$ cat src/design/lcbb_pkg.sv
// ----------------------------------------------------------------------------
// lcbb_pkg
// Shared types and constants for the LRU cache directory with a byte budget.
// ----------------------------------------------------------------------------
`default_nettype none
package lcbb_pkg;
    localparam int NUM_SLOTS = 256;
    localparam int SLOT_W    = $clog2(NUM_SLOTS);
    localparam int CNT_W     = $clog2(NUM_SLOTS + 1);

    localparam int S_DATA_W  = 168;
    localparam int M_DATA_W  = 224;

    localparam logic [CNT_W-1:0] LIMIT_RESET  = CNT_W'(NUM_SLOTS);
    localparam logic [39:0]      BUDGET_RESET = 40'd268435456;

    localparam logic [1:0] OP_LOOKUP = 2'd0;
    localparam logic [1:0] OP_INSERT = 2'd1;
    localparam logic [1:0] OP_REMOVE = 2'd2;
    localparam logic [1:0] OP_CLEAR  = 2'd3;

    localparam logic [2:0] ST_HIT      = 3'd0;
    localparam logic [2:0] ST_MISS     = 3'd1;
    localparam logic [2:0] ST_INSERTED = 3'd2;
    localparam logic [2:0] ST_PRESENT  = 3'd3;
    localparam logic [2:0] ST_ZERO     = 3'd4;
    localparam logic [2:0] ST_REMOVED  = 3'd5;
    localparam logic [2:0] ST_CLEARED  = 3'd6;

    localparam logic CFG_LIMIT  = 1'b0;
    localparam logic CFG_BUDGET = 1'b1;

    typedef struct packed {
        logic [63:0] key_hi;
        logic [63:0] key_lo;
        logic [31:0] size;
        logic [31:0] stamp;
        logic [31:0] uses;
    } entry_t;

    typedef struct packed {
        logic       ld_op;
        logic       scan_start;
        logic       scan_oldest;
        logic       hit_wr;
        logic       miss_cnt;
        logic       drop;
        logic       evict;
        logic       install;
        logic       clear;
        logic       respond;
        logic [2:0] status;
    } cmd_t;

    typedef struct packed {
        logic [1:0] op;
        logic       size_zero;
        logic       scan_done;
        logic       found;
        logic       over_budget;
        logic       need_evict;
        logic       full;
        logic       empty;
    } stat_t;
endpackage
`default_nettype wire

$ cat src/design/lcbb_ctrl.sv
// ----------------------------------------------------------------------------
// lcbb_ctrl
// Sequencer for lookup, insert with eviction, remove and clear.
// ----------------------------------------------------------------------------
`default_nettype none
module lcbb_ctrl (
    input  wire              aclk,
    input  wire              aresetn,
    input  wire              s_tvalid,
    output logic             s_tready,
    output logic             m_tvalid,
    input  wire              m_tready,
    input  lcbb_pkg::stat_t  stat,
    output lcbb_pkg::cmd_t   cmd
);
    typedef enum logic [3:0] {
        IDLE, CHECK, KEY_SCAN, EV_DEC, EV_SCAN, LIM_DEC, LIM_SCAN, INSTALL, RESP
    } state_t;

    state_t     state_reg, state_next;
    logic [2:0] code_reg, code_next;
    logic       mvalid_reg;

    assign s_tready = (state_reg == IDLE);
    assign m_tvalid = mvalid_reg;

    always_comb begin
        cmd        = '0;
        cmd.status = code_reg;
        state_next = state_reg;
        code_next  = code_reg;
        case (state_reg)
            IDLE: begin
                if (s_tvalid) begin
                    cmd.ld_op  = 1'b1;
                    state_next = CHECK;
                end
            end
            CHECK: begin
                if (stat.op == lcbb_pkg::OP_CLEAR) begin
                    cmd.clear  = 1'b1;
                    code_next  = lcbb_pkg::ST_CLEARED;
                    state_next = RESP;
                end else if (stat.op == lcbb_pkg::OP_INSERT && stat.size_zero) begin
                    code_next  = lcbb_pkg::ST_ZERO;
                    state_next = RESP;
                end else begin
                    cmd.scan_start = 1'b1;
                    state_next     = KEY_SCAN;
                end
            end
            KEY_SCAN: begin
                if (stat.scan_done) begin
                    state_next = RESP;
                    case (stat.op)
                        lcbb_pkg::OP_LOOKUP: begin
                            cmd.hit_wr   = stat.found;
                            cmd.miss_cnt = !stat.found;
                            code_next    = stat.found ? lcbb_pkg::ST_HIT : lcbb_pkg::ST_MISS;
                        end
                        lcbb_pkg::OP_REMOVE: begin
                            cmd.drop  = stat.found;
                            code_next = stat.found ? lcbb_pkg::ST_REMOVED : lcbb_pkg::ST_MISS;
                        end
                        default: begin
                            if (stat.found) begin
                                code_next = lcbb_pkg::ST_PRESENT;
                            end else if (stat.over_budget) begin
                                state_next = EV_DEC;
                            end else begin
                                state_next = LIM_DEC;
                            end
                        end
                    endcase
                end
            end
            EV_DEC: begin
                if (stat.need_evict && !stat.empty) begin
                    cmd.scan_start  = 1'b1;
                    cmd.scan_oldest = 1'b1;
                    state_next      = EV_SCAN;
                end else begin
                    state_next = LIM_DEC;
                end
            end
            EV_SCAN: begin
                if (stat.scan_done) begin
                    cmd.evict  = 1'b1;
                    state_next = EV_DEC;
                end
            end
            LIM_DEC: begin
                if (stat.full && !stat.empty) begin
                    cmd.scan_start  = 1'b1;
                    cmd.scan_oldest = 1'b1;
                    state_next      = LIM_SCAN;
                end else begin
                    state_next = INSTALL;
                end
            end
            LIM_SCAN: begin
                if (stat.scan_done) begin
                    cmd.evict  = 1'b1;
                    state_next = LIM_DEC;
                end
            end
            INSTALL: begin
                cmd.install = 1'b1;
                code_next   = lcbb_pkg::ST_INSERTED;
                state_next  = RESP;
            end
            RESP: begin
                if (!mvalid_reg || m_tready) begin
                    cmd.respond = 1'b1;
                    state_next  = IDLE;
                end
            end
            default: state_next = IDLE;
        endcase
    end

    always_ff @(posedge aclk) begin
        if (!aresetn) begin
            state_reg  <= IDLE;
            code_reg   <= lcbb_pkg::ST_HIT;
            mvalid_reg <= 1'b0;
        end else begin
            state_reg <= state_next;
            code_reg  <= code_next;
            if (cmd.respond) begin
                mvalid_reg <= 1'b1;
            end else if (m_tready) begin
                mvalid_reg <= 1'b0;
            end
        end
    end
endmodule
`default_nettype wire

$ cat config.mk
export PLATFORM = sky130hd
export DESIGN_NAME = lcbb_ctrl
export DESIGN_NICKNAME = d
export VERILOG_FILES = /design/src/design/lcbb_pkg.sv /design/src/design/lcbb_ctrl.sv
export SDC_FILE = /design/constraint.sdc
export NUM_CORES = 1
export LEC_CHECK = 0
export BUFFER_PORTS_ARGS = -buffer_cell sky130_fd_sc_hd__buf_4
export CAP_MARGIN = 25
export CORE_AREA = 2 2 46 48
export CTS_CLUSTER_SIZE = 30
export DETAILED_ROUTE_END_ITERATION = 10
export DIE_AREA = 0 0 48 50
export PLACE_DENSITY = 0.63
export RECOVER_POWER = 50
export SKIP_CTS_REPAIR_TIMING = 1
export SLEW_MARGIN = 0
export SYNTH_ARGS = -nofsm -noshare
export SYNTH_HDL_FRONTEND = slang
export SYNTH_SLANG_ARGS = --single-unit
export TNS_END_PERCENT = 5
$ cat constraint.sdc
create_clock -name aclk -period 4.1 [get_ports aclk]
set_input_delay 0.41 -clock aclk [delete_from_list [all_inputs] [get_ports aclk]]
set_output_delay 0.41 -clock aclk [all_outputs]
set_load 0.05 [all_outputs]
# ---- After elaboration in Yosys (flattened, before gate mapping)
# Cells that the tools add are included.
dict set report word_totals {
  regBits 8
  in_bits 13
  output_inout_bits 15
  wordCells 78
}
dict set report classes {
  eq_ne 18
  n_mux 42
  reduce_logical 15
}
# op count
set op_table {}
lappend op_table {{2-to-1 mux 4 bit} 9}
lappend op_table {{case mux 4 bit (9 select lines)} 1}
lappend op_table {{2-to-1 mux 3 bit} 8}
lappend op_table {{2-to-1 mux 1 bit} 17}
lappend op_table {{== test 4 x 3 -> 1 bit, second input constant} 4}
lappend op_table {{!= test 2 bit, second input constant} 5}
lappend op_table {{case mux 3 bit (3 select lines)} 1}
lappend op_table {{== test 4 x 2 -> 1 bit, second input constant} 2}
lappend op_table {{2-to-1 mux 2 bit} 3}
lappend op_table {{case mux 3 bit (2 select lines)} 1}
lappend op_table {{AND reduction 5 bit} 1}
lappend op_table {{== test 2 bit, second input constant} 2}
lappend op_table {{== test 4 x 1 -> 1 bit, second input constant} 1}
lappend op_table {{== test 4 bit, second input constant} 1}
lappend op_table {{zero test 4 bit} 1}
lappend op_table {{!= test 4 x 2 -> 1 bit, second input constant} 1}
lappend op_table {{AND reduction 4 bit} 1}
lappend op_table {{OR reduction 2 bit} 2}
lappend op_table {{logical AND 1 bit} 3}
lappend op_table {{zero test 1 bit} 3}
lappend op_table {{!= test 3 bit, second input constant} 1}
lappend op_table {{case mux 1 bit (3 select lines)} 1}
lappend op_table {{nonzero test 3 bit} 1}
lappend op_table {{== test 2 x 1 -> 1 bit, second input constant} 1}
lappend op_table {{other kinds (4)} 4}

# ---- Logic depth before layout (Yosys ltp)
# Gate-level depths: netlist of run 1.
dict set report logic_depth {
  word_depth 5
  mapped_depth 6
}

# ---- Least setup slack after synthesis of run 1
# OpenSTA, ideal clock, no wires.
dict set report synth_path {
  path_kind {flip-flop to output port}
  start {reg state_reg[3]}
  end {out cmd[12] in the netlist's numbering}
  arrival_ns 2.758
  path_slack_ns 0.932
  path_stages_with_launch 4
  path_cell_list {dfxtp_1 > buf_2 > nor4_1 > and2_1}
}
# element line
set synth_rtl {}
lappend synth_rtl {{start, declared} lcbb_ctrl.sv:20} ;# state_t state_reg, state_next;
lappend synth_rtl {{start signal, assigned} lcbb_ctrl.sv:128} ;# state_reg <= state_next;
lappend synth_rtl {{end, declared} lcbb_ctrl.sv:14} ;# output lcbb_pkg::cmd_t cmd

==> flow_metrics.py, run 1 <==
metrics = {
    "detailed_routing": {
        "via_per_inst": 5.328,
        "wl_mm": 1.767,
        "firstDrtPassIters": 4,
        "avgRoutedWirePerCell_um": 12.90,
        "drcViolationCount": 0,
        "drtAntennaViolNets": 0,
        "dr.first_iter.drc_count": 33,
        "num_vias": 730,
    },
    "worst_setup_path": {
        "crit_required_ns": 3.69,
        "criticalPathCategory": "reg2out",
        "cp-start-kind": "flop",
        "r2r_setup_slack_ns": 1.90,
        "setup.worst_path.end": "cmd[8]",
        "cp.arrival_ns": 2.36,
        "r2r_end": "code_reg[0]$_SDFFE_PN0P_",
        "cp_max_fo": 16,
        "r2r_cells": 4,
        "r2r-start": "state_reg[1]$_SDFFE_PN0P_",
        "critPathLaunch": "state_reg[1]$_SDFFE_PN0P_",
        "end_kind": "primary output",
    },
    "power": {
        "p_per_area_nw_per_um2": 626.8,
        "leakage_nw": 0.3516,
        "fin_total_pwr_uw": 544.3,
        "irDropWorstVdd_mv": 0.4159,
    },
    "global_route": {
        "overflow": 0,
        "grt_usage_pct": 16.20,
        "grt_max_degree": 20,
        "first_global_vias": 646,
        "antenna_found_initial": 0,
        "grt_pass1_wl_mm": 2.911,
    },
    "clock_network": {
        "clk_latency_ns": 0.26,
        "cts_root_buffer": "clkbuf_4",
        "cts_sinks": 8,
        "cts_made_buffers": 3,
        "cts_tree": "built",
        "clkTransAtPathRegs_ns": 0.06,
        "cts_buffer_depth": 2,
        "htree_num_levels": 1,
    },
    "place": {
        "hpwl_mm": 1.353,
        "place_area_um2": 909.6,
        "dpl_worst_slack_ns": 2.022,
        "port-buffer-count": 27,
        "dpl.cell_count": 134,
        "gp_congestion": 0.7441,
    },
    "yosys": {
        "synth_edf_count": 0,
        "netlist-cell-type-count": 39,
        "synthesis.nets": 98,
        "ys.flop_type": "dfxtp_1",
        "synth_area_um2": 713.2,
        "synthArstFlopShare_pct": 0,
        "ys_warn_count": 0,
        "syn_area_per_cell_um2": 8.390,
        "ys_seq_area_share_pct": 22.46,
        "synth-seq-cells": 8,
        "syn_inst": 85,
    },
    "sta": {
        "final.setup.tns_ns": 0,
        "post-route-period-util_pct": 67.66,
        "fin_hold_ws_ns": 0.4358,
        "setup_viol": 0,
        "finalHoldViolCount": 0,
        "worst_slack_ns": 1.326,
        "rsz0062_at_grt": "no",
        "slew_violations": 0,
        "period_needed_ns": 2.774,
        "worst_pin_slew_ns": 1.035,
        "max_freq_mhz": 360.5,
        "fin_skew_ns": 0.003489,
        "relSlewSlack_pct": 30.00,
    },
    "finish": {
        "instances_no_fill": 137,
        "utilization_pct": 45.66,
        "area_growth_pct": 21.75,
        "drive_above_1_share_pct": 30.91,
        "fin_nets": 125,
        "largest_reg_flops": 4,
        "num_antenna_cells": 0,
        "final_area_um2": 868.3,
    },
    "worst_hold_path": {
        "holdPathStages": 2,
        "worstHoldPathType": "in2reg",
    },
    "run_status": {
        "status": "finished, final reports clean",
    },
    "die": {
        "die_y_um": 50,
        "die_x_um": 48,
        "initial_utilization_pct": 37.50,
        "io_pins": 28,
        "die_area_um2": 2400,
        "coreArea_um2": 1902,
        "std_cell_rows": 16,
    },
    "run": {
        "cap_viol_max_count": 0,
    },
}
==> cell families (layout without fill, tap and decap cells) <==
family	after synthesis	after routing	share of synthesized area (%)
compound gates	23	23	26.14
buf+inv	8	33	7.193
flops	8	8	22.46
mux	2	2	3.508
simple gates	44	44	40.70
==> metal layers <==
layer / up-vias / share of wire (%) / GRT usage (%) / wire length, um
met1: 338 / 46 / 25.00 / 813
met2: 23 / 47 / 22.67 / 833
met3: 2 / 6.1 / 2.930 / 107
met4: 0 / 0.68 / 4.054 / 12
met5: - / 0 / 0 / 0
li1: 367 / - / - / -
==> layout make-up <==
type | instances | area [um^2]
clock buffer | 3 | 22.52
tap | 27 | 33.78
timing repair buffer | 27 | 187.7
multi-input combinational | 69 | 452.9
sequential | 8 | 160.2
fill | 199 | 1033
inverter | 3 | 11.26
==> power by group <==
part	total [mW]	switching (mW)	internal (mW)
logic	0.326	0.209	0.117
registers	0.154	0.0557	0.0983
clock network	0.0640	0.0302	0.0337
==> Yosys cell counts (3+ instances only) <==
cell type / count / area share, %
dfxtp_1: 8 / 22
nand2b_1: 3 / 2.6
o21ai_1: 4 / 2.8
nand2_1: 10 / 5.3
inv_1: 3 / 1.6
nor2_1: 6 / 3.2
a21oi_1: 5 / 3.5
nand3b_1: 3 / 3.2
nor2b_1: 4 / 3.5
nor4_1: 4 / 3.5
==> worst max-delay path, cell delays in order (launching register included) <==
cell	delay [ns]
dfxtp_1	0.61
nor4b_1	0.89
nand2_2	0.14
nor4_1	0.21
buf_4	0.25
==> how the worst min path moves through the flow <==
stage                             startpoint                  endpoint
detailed placement  code_reg[1]$_SDFFE_PN0P_  code_reg[1]$_SDFFE_PN0P_
global route                         aresetn  code_reg[0]$_SDFFE_PN0P_
finish                               aresetn  code_reg[0]$_SDFFE_PN0P_
CTS                                  aresetn  code_reg[0]$_SDFFE_PN0P_
floorplan                            aresetn  code_reg[1]$_SDFFE_PN0P_
global placement    code_reg[1]$_SDFFE_PN0P_  code_reg[1]$_SDFFE_PN0P_
==> layout by cell type, fill, tap and decap left out, types with 2 or more instances in the layout <==
master and count:
a21oi_1 5, and2_1 2, and3_1 2, buf_4 23, clkbuf_1 4, clkbuf_4 3
dfxtp_1 8, inv_1 3, nand2_1 10, nand2b_1 3, nand3b_1 3, nor2_1 6
nor2b_1 4, nor4_1 4, nor4b_1 2, o21ai_0 4, o21ai_1 2
(Power assumes the default switching activity.)
==> inputs of run 2 (changes only) <==
==> constraint.sdc (replaced) <==
create_clock -name aclk -period 2.72 [get_ports aclk]
set_input_delay 0.272 -clock aclk [delete_from_list [all_inputs] [get_ports aclk]]
set_output_delay 0.272 -clock aclk [all_outputs]
set_load 0.05 [all_outputs]
==> flow_metrics.py, run 2 (synthesis gave the netlist of run 1 again) <==
metrics = {
    "run_status": {
        "status": "finished, final reports clean",
    },
    "detailed_routing": {
        "drtAntennaViolNets": 0,
        "firstDrtPassIters": 4,
        "drcViolationCount": 0,
        "avgRoutedWirePerCell_um": 13.35,
        "via_per_inst": 5.387,
        "num_vias": 738,
        "wl_mm": 1.829,
        "dr.first_iter.drc_count": 13,
    },
    "global_route": {
        "first_global_vias": 690,
        "overflow": 0,
        "grt_pass1_wl_mm": 2.967,
        "grt_usage_pct": 17.24,
        "antenna_found_initial": 0,
        "grt_max_degree": 20,
    },
    "finish": {
        "regArea_um2": 160.2,
        "area_growth_pct": 25.26,
        "num_antenna_cells": 0,
        "multiInputGateArea_um2": 478.0,
        "drive_above_1_share_pct": 30.91,
        "layout_commonest_cell": "buf_4",
        "utilization_pct": 46.97,
        "instances_no_fill": 137,
        "largest_reg_flops": 4,
        "final_area_um2": 893.4,
        "fin_nets": 125,
        "final_cell_mix": "buf_4 (23), nand2_1 (10), dfxtp_1 (8)",
        "fillerInstances": 210,
    },
    "die": {
        "coreArea_um2": 1902,
        "io_pins": 28,
        "die_x_um": 48,
        "die_area_um2": 2400,
        "initial_utilization_pct": 37.50,
        "std_cell_rows": 16,
        "die_y_um": 50,
    },
    "sta": {
        "fin_skew_ns": 0.002481,
        "setup_viol": 0,
        "slew_violations": 0,
        "period_needed_ns": 2.161,
        "post-route-period-util_pct": 79.45,
        "worst_slack_ns": 0.5590,
        "worst_pin_slew_ns": 0.6662,
        "rsz0062_at_grt": "no",
        "finalHoldViolCount": 0,
        "max_freq_mhz": 462.8,
        "relSlewSlack_pct": 55.53,
        "fin_hold_ws_ns": 0.2994,
        "final.setup.tns_ns": 0,
    },
    "worst_setup_path": {
        "cp.arrival_ns": 1.89,
        "cp_max_fo": 16,
        "criticalPathCategory": "reg2out",
        "end_kind": "primary output",
        "cpPeakStageDelay_ns": 0.62,
        "slowest_stage": "dfxtp_1",
        "crit_chain": "nor4b_4, nand2_2, nor4_1, buf_4",
        "cp-start-kind": "flop",
        "crit_required_ns": 2.45,
    },
    "power": {
        "irDropWorstVdd_mv": 0.4458,
        "fin_total_pwr_uw": 829.8,
        "leakage_nw": 0.3543,
        "p_per_area_nw_per_um2": 928.8,
    },
    "clock_network": {
        "cts_root_buffer": "clkbuf_4",
        "cts_tree": "built",
        "htree_num_levels": 1,
        "cts_buffer_depth": 2,
        "clk_latency_ns": 0.25,
        "cts_sinks": 8,
        "cts_made_buffers": 3,
        "clkTransAtPathRegs_ns": 0.05,
    },
    "place": {
        "place_area_um2": 915.9,
        "dpl_worst_slack_ns": 0.7735,
        "dpl.cell_count": 134,
        "port-buffer-count": 27,
        "gp_congestion": 0.7236,
        "hpwl_mm": 1.391,
    },
    "worst_hold_path": {
        "worstHoldPathType": "in2reg",
    },
    "run": {
        "cap_viol_max_count": 0,
    },
}
==> run 2: final cells by class <==
| class | instances | area share (%) |
|---|---|---|
| timing repair buffer | 27 | 21.01 |
| inverter | 3 | 1.261 |
| multi-input combinational | 69 | 53.50 |
| clock buffer | 3 | 2.521 |
| sequential | 8 | 17.93 |
| tap | 27 | 3.782 |
==> run 2: power by group <==
group,internal (mW),switching (mW),total [mW]
clock,0.0505,0.0402,0.0907
sequential,0.148,0.0960,0.244
combinational,0.180,0.315,0.495
total,0.379,0.451,0.830
==> run 2: critical path: cells and delay by family (launching register included) <==
kind                   cells  cell delay, ns
AND/OR/NAND/NOR            3            0.77
flip-flops                 1            0.62
buffers and inverters      1            0.25
==> run 2: worst paths after layout <==
check                           slack (ns)                        to  cells after the start                      start
worst max-delay path                  0.56                    cmd[8]                      4  state_reg[1]$_SDFFE_PN0P_
worst max register to register        0.94  code_reg[2]$_SDFFE_PN0P_                      4  state_reg[0]$_SDFFE_PN0P_
worst min register to register        0.48  code_reg[1]$_SDFFE_PN0P_                      2   code_reg[1]$_SDFFE_PN0P_
worst min-delay path                  0.30  code_reg[0]$_SDFFE_PN0P_                      2                    aresetn
==> run 2: layer usage <==
metal	GRT usage (%)	wire length (um)
met2	27.11	864
met1	22.08	861
met3	6.960	103
met5	0	0
met4	2.703	0
==> inputs of run 3 (changes only) <==
==> constraint.sdc (replaced) <==
create_clock -name aclk -period 2 [get_ports aclk]
set_input_delay 0.2 -clock aclk [delete_from_list [all_inputs] [get_ports aclk]]
set_output_delay 0.2 -clock aclk [all_outputs]
set_load 0.05 [all_outputs]
==> flow_metrics.py, run 3 (synthesis gave the netlist of run 1 again) <==
metrics = {
    "finish": {
        "drive_above_1_share_pct": 39.13,
        "instances_no_fill": 142,
        "num_antenna_cells": 0,
        "fin_nets": 130,
        "largest_reg_flops": 4,
        "fillerInstances": 202,
        "area_growth_pct": 34.91,
        "final_cell_mix": "buf_4 (27), nand2_1 (10), nor2_1 (6), dfxtp_1 (6)",
        "final_area_um2": 962.2,
        "layout_commonest_cell": "buf_4",
    },
    "run_status": {
        "status": "finished, final reports clean",
    },
    "die": {
        "die_area_um2": 2400,
        "std_cell_rows": 16,
        "die_x_um": 48,
        "die_y_um": 50,
        "initial_utilization_pct": 37.50,
        "io_pins": 28,
        "coreArea_um2": 1902,
    },
    "clock_network": {
        "clk_latency_ns": 0.25,
        "cts_sinks": 8,
        "cts_root_buffer": "clkbuf_4",
        "clkTransAtPathRegs_ns": 0.05,
        "cts_buffer_depth": 2,
        "cts_made_buffers": 3,
        "cts_tree": "built",
        "htree_num_levels": 1,
    },
    "global_route": {
        "use_met1_pct": 25.00,
        "antenna_found_initial": 0,
        "grt_max_degree": 14,
        "grt_pass1_wl_mm": 3.153,
        "use_met2_pct": 28.22,
        "first_global_vias": 686,
        "busiest_layer": "met2",
        "overflow": 0,
        "grt.met3_usage_pct": 3.297,
        "grt_usage_pct": 17.81,
    },
    "sta": {
        "fin_hold_ws_ns": 0.2335,
        "post-route-period-util_pct": 92.14,
        "worst_pin_slew_ns": 0.5989,
        "period_needed_ns": 1.843,
        "fin_skew_ns": 0.0005334,
        "final.setup.tns_ns": 0,
        "max_freq_mhz": 542.6,
        "rsz0062_at_grt": "no",
        "finalHoldViolCount": 0,
        "relSlewSlack_pct": 60.25,
        "slew_violations": 0,
        "setup_viol": 0,
    },
    "worst_setup_path": {
        "criticalPathCategory": "reg2out",
        "cp_max_fo": 8,
        "end_kind": "primary output",
        "cpPeakStageDelay_ns": 0.41,
        "slowest_stage": "a2111oi_2",
        "crit_required_ns": 1.80,
        "cp-start-kind": "flop",
        "cp.arrival_ns": 1.64,
        "crit_chain": "nand3b_1, a2111oi_2, nand2b_1, buf_4",
    },
    "place": {
        "hpwl_mm": 1.535,
        "gp_congestion": 0.8640,
        "dpl.cell_count": 138,
        "port-buffer-count": 27,
        "place_area_um2": 952.2,
    },
    "power": {
        "irDropWorstVdd_mv": 0.6247,
        "leakage_nw": 0.3858,
        "p_per_area_nw_per_um2": 1244,
    },
    "detailed_routing": {
        "dr.first_iter.drc_count": 14,
        "avgRoutedWirePerCell_um": 13.54,
        "num_vias": 747,
        "drcViolationCount": 0,
        "wl_mm": 1.923,
        "firstDrtPassIters": 4,
        "via_per_inst": 5.261,
        "drtAntennaViolNets": 0,
    },
    "run": {
        "cap_viol_max_count": 0,
    },
    "worst_hold_path": {
        "worstHoldPathType": "in2reg",
    },
}
## run 3: worst paths after layout
check | from | to | slack, ns | cells after the start
hold reg to reg | code_reg[1]$_SDFFE_PN0P_ | code_reg[1]$_SDFFE_PN0P_ | 0.47 | 2
setup / recovery | state_reg[2]$_SDFFE_PN0P_ | cmd[11] | 0.16 | 4
hold / removal | aresetn | code_reg[0]$_SDFFE_PN0P_ | 0.23 | 2
setup reg to reg | state_reg[2]$_SDFFE_PN0P_ | code_reg[2]$_SDFFE_PN0P_ | 0.29 | 5
## run 3: worst max-delay path: cells and delay by family, from the launching register on
kind	cells	cell delay, ns
AND/OR/NAND/NOR	2	0.38
AO/OA/AOI/OAI	1	0.41
buffers and inverters	1	0.19
flip-flops	1	0.40
## run 3: cell type report
type                    instances  area, um^2  area share [%]
inverters                       3       11.26           1.170
repair buffers                 32       222.7           23.15
flip-flops and latches          8       162.7           16.91
clock buffers                   3       22.52           2.341
well taps                      27       33.78           3.511
multi-input cells              69       509.2           52.93
## run 3: where the power goes
part           switching, mW  internal [mW]  total, mW
Sequential            0.0821          0.206      0.288
Clock                 0.0544         0.0687      0.123
Combinational          0.501          0.285      0.786
Total                  0.637          0.560       1.20
## run 3: routing by layer
| layer | vias to the layer above | part of all wire (%) |
|---|---|---|
| met3 | 2 | 5.1 |
| met4 | 0 | 0.73 |
| met1 | 338 | 46 |
| met2 | 28 | 48 |
| li1 | 379 | - |
| met5 | - | 0 |
## run 3: through the flow
stage	total power [mW]	util [%]	setup WS, ns
5_1_grt	1.271	50.59	0.03678
2_1_floorplan	0.8990	-	-0.4877
3_5_place_dp	1.102	50.07	0.3213
4_1_cts	1.225	51.25	0.04619
3_3_place_gp	1.090	50.07	0.3735
6_report	1.197	50.59	0.1571
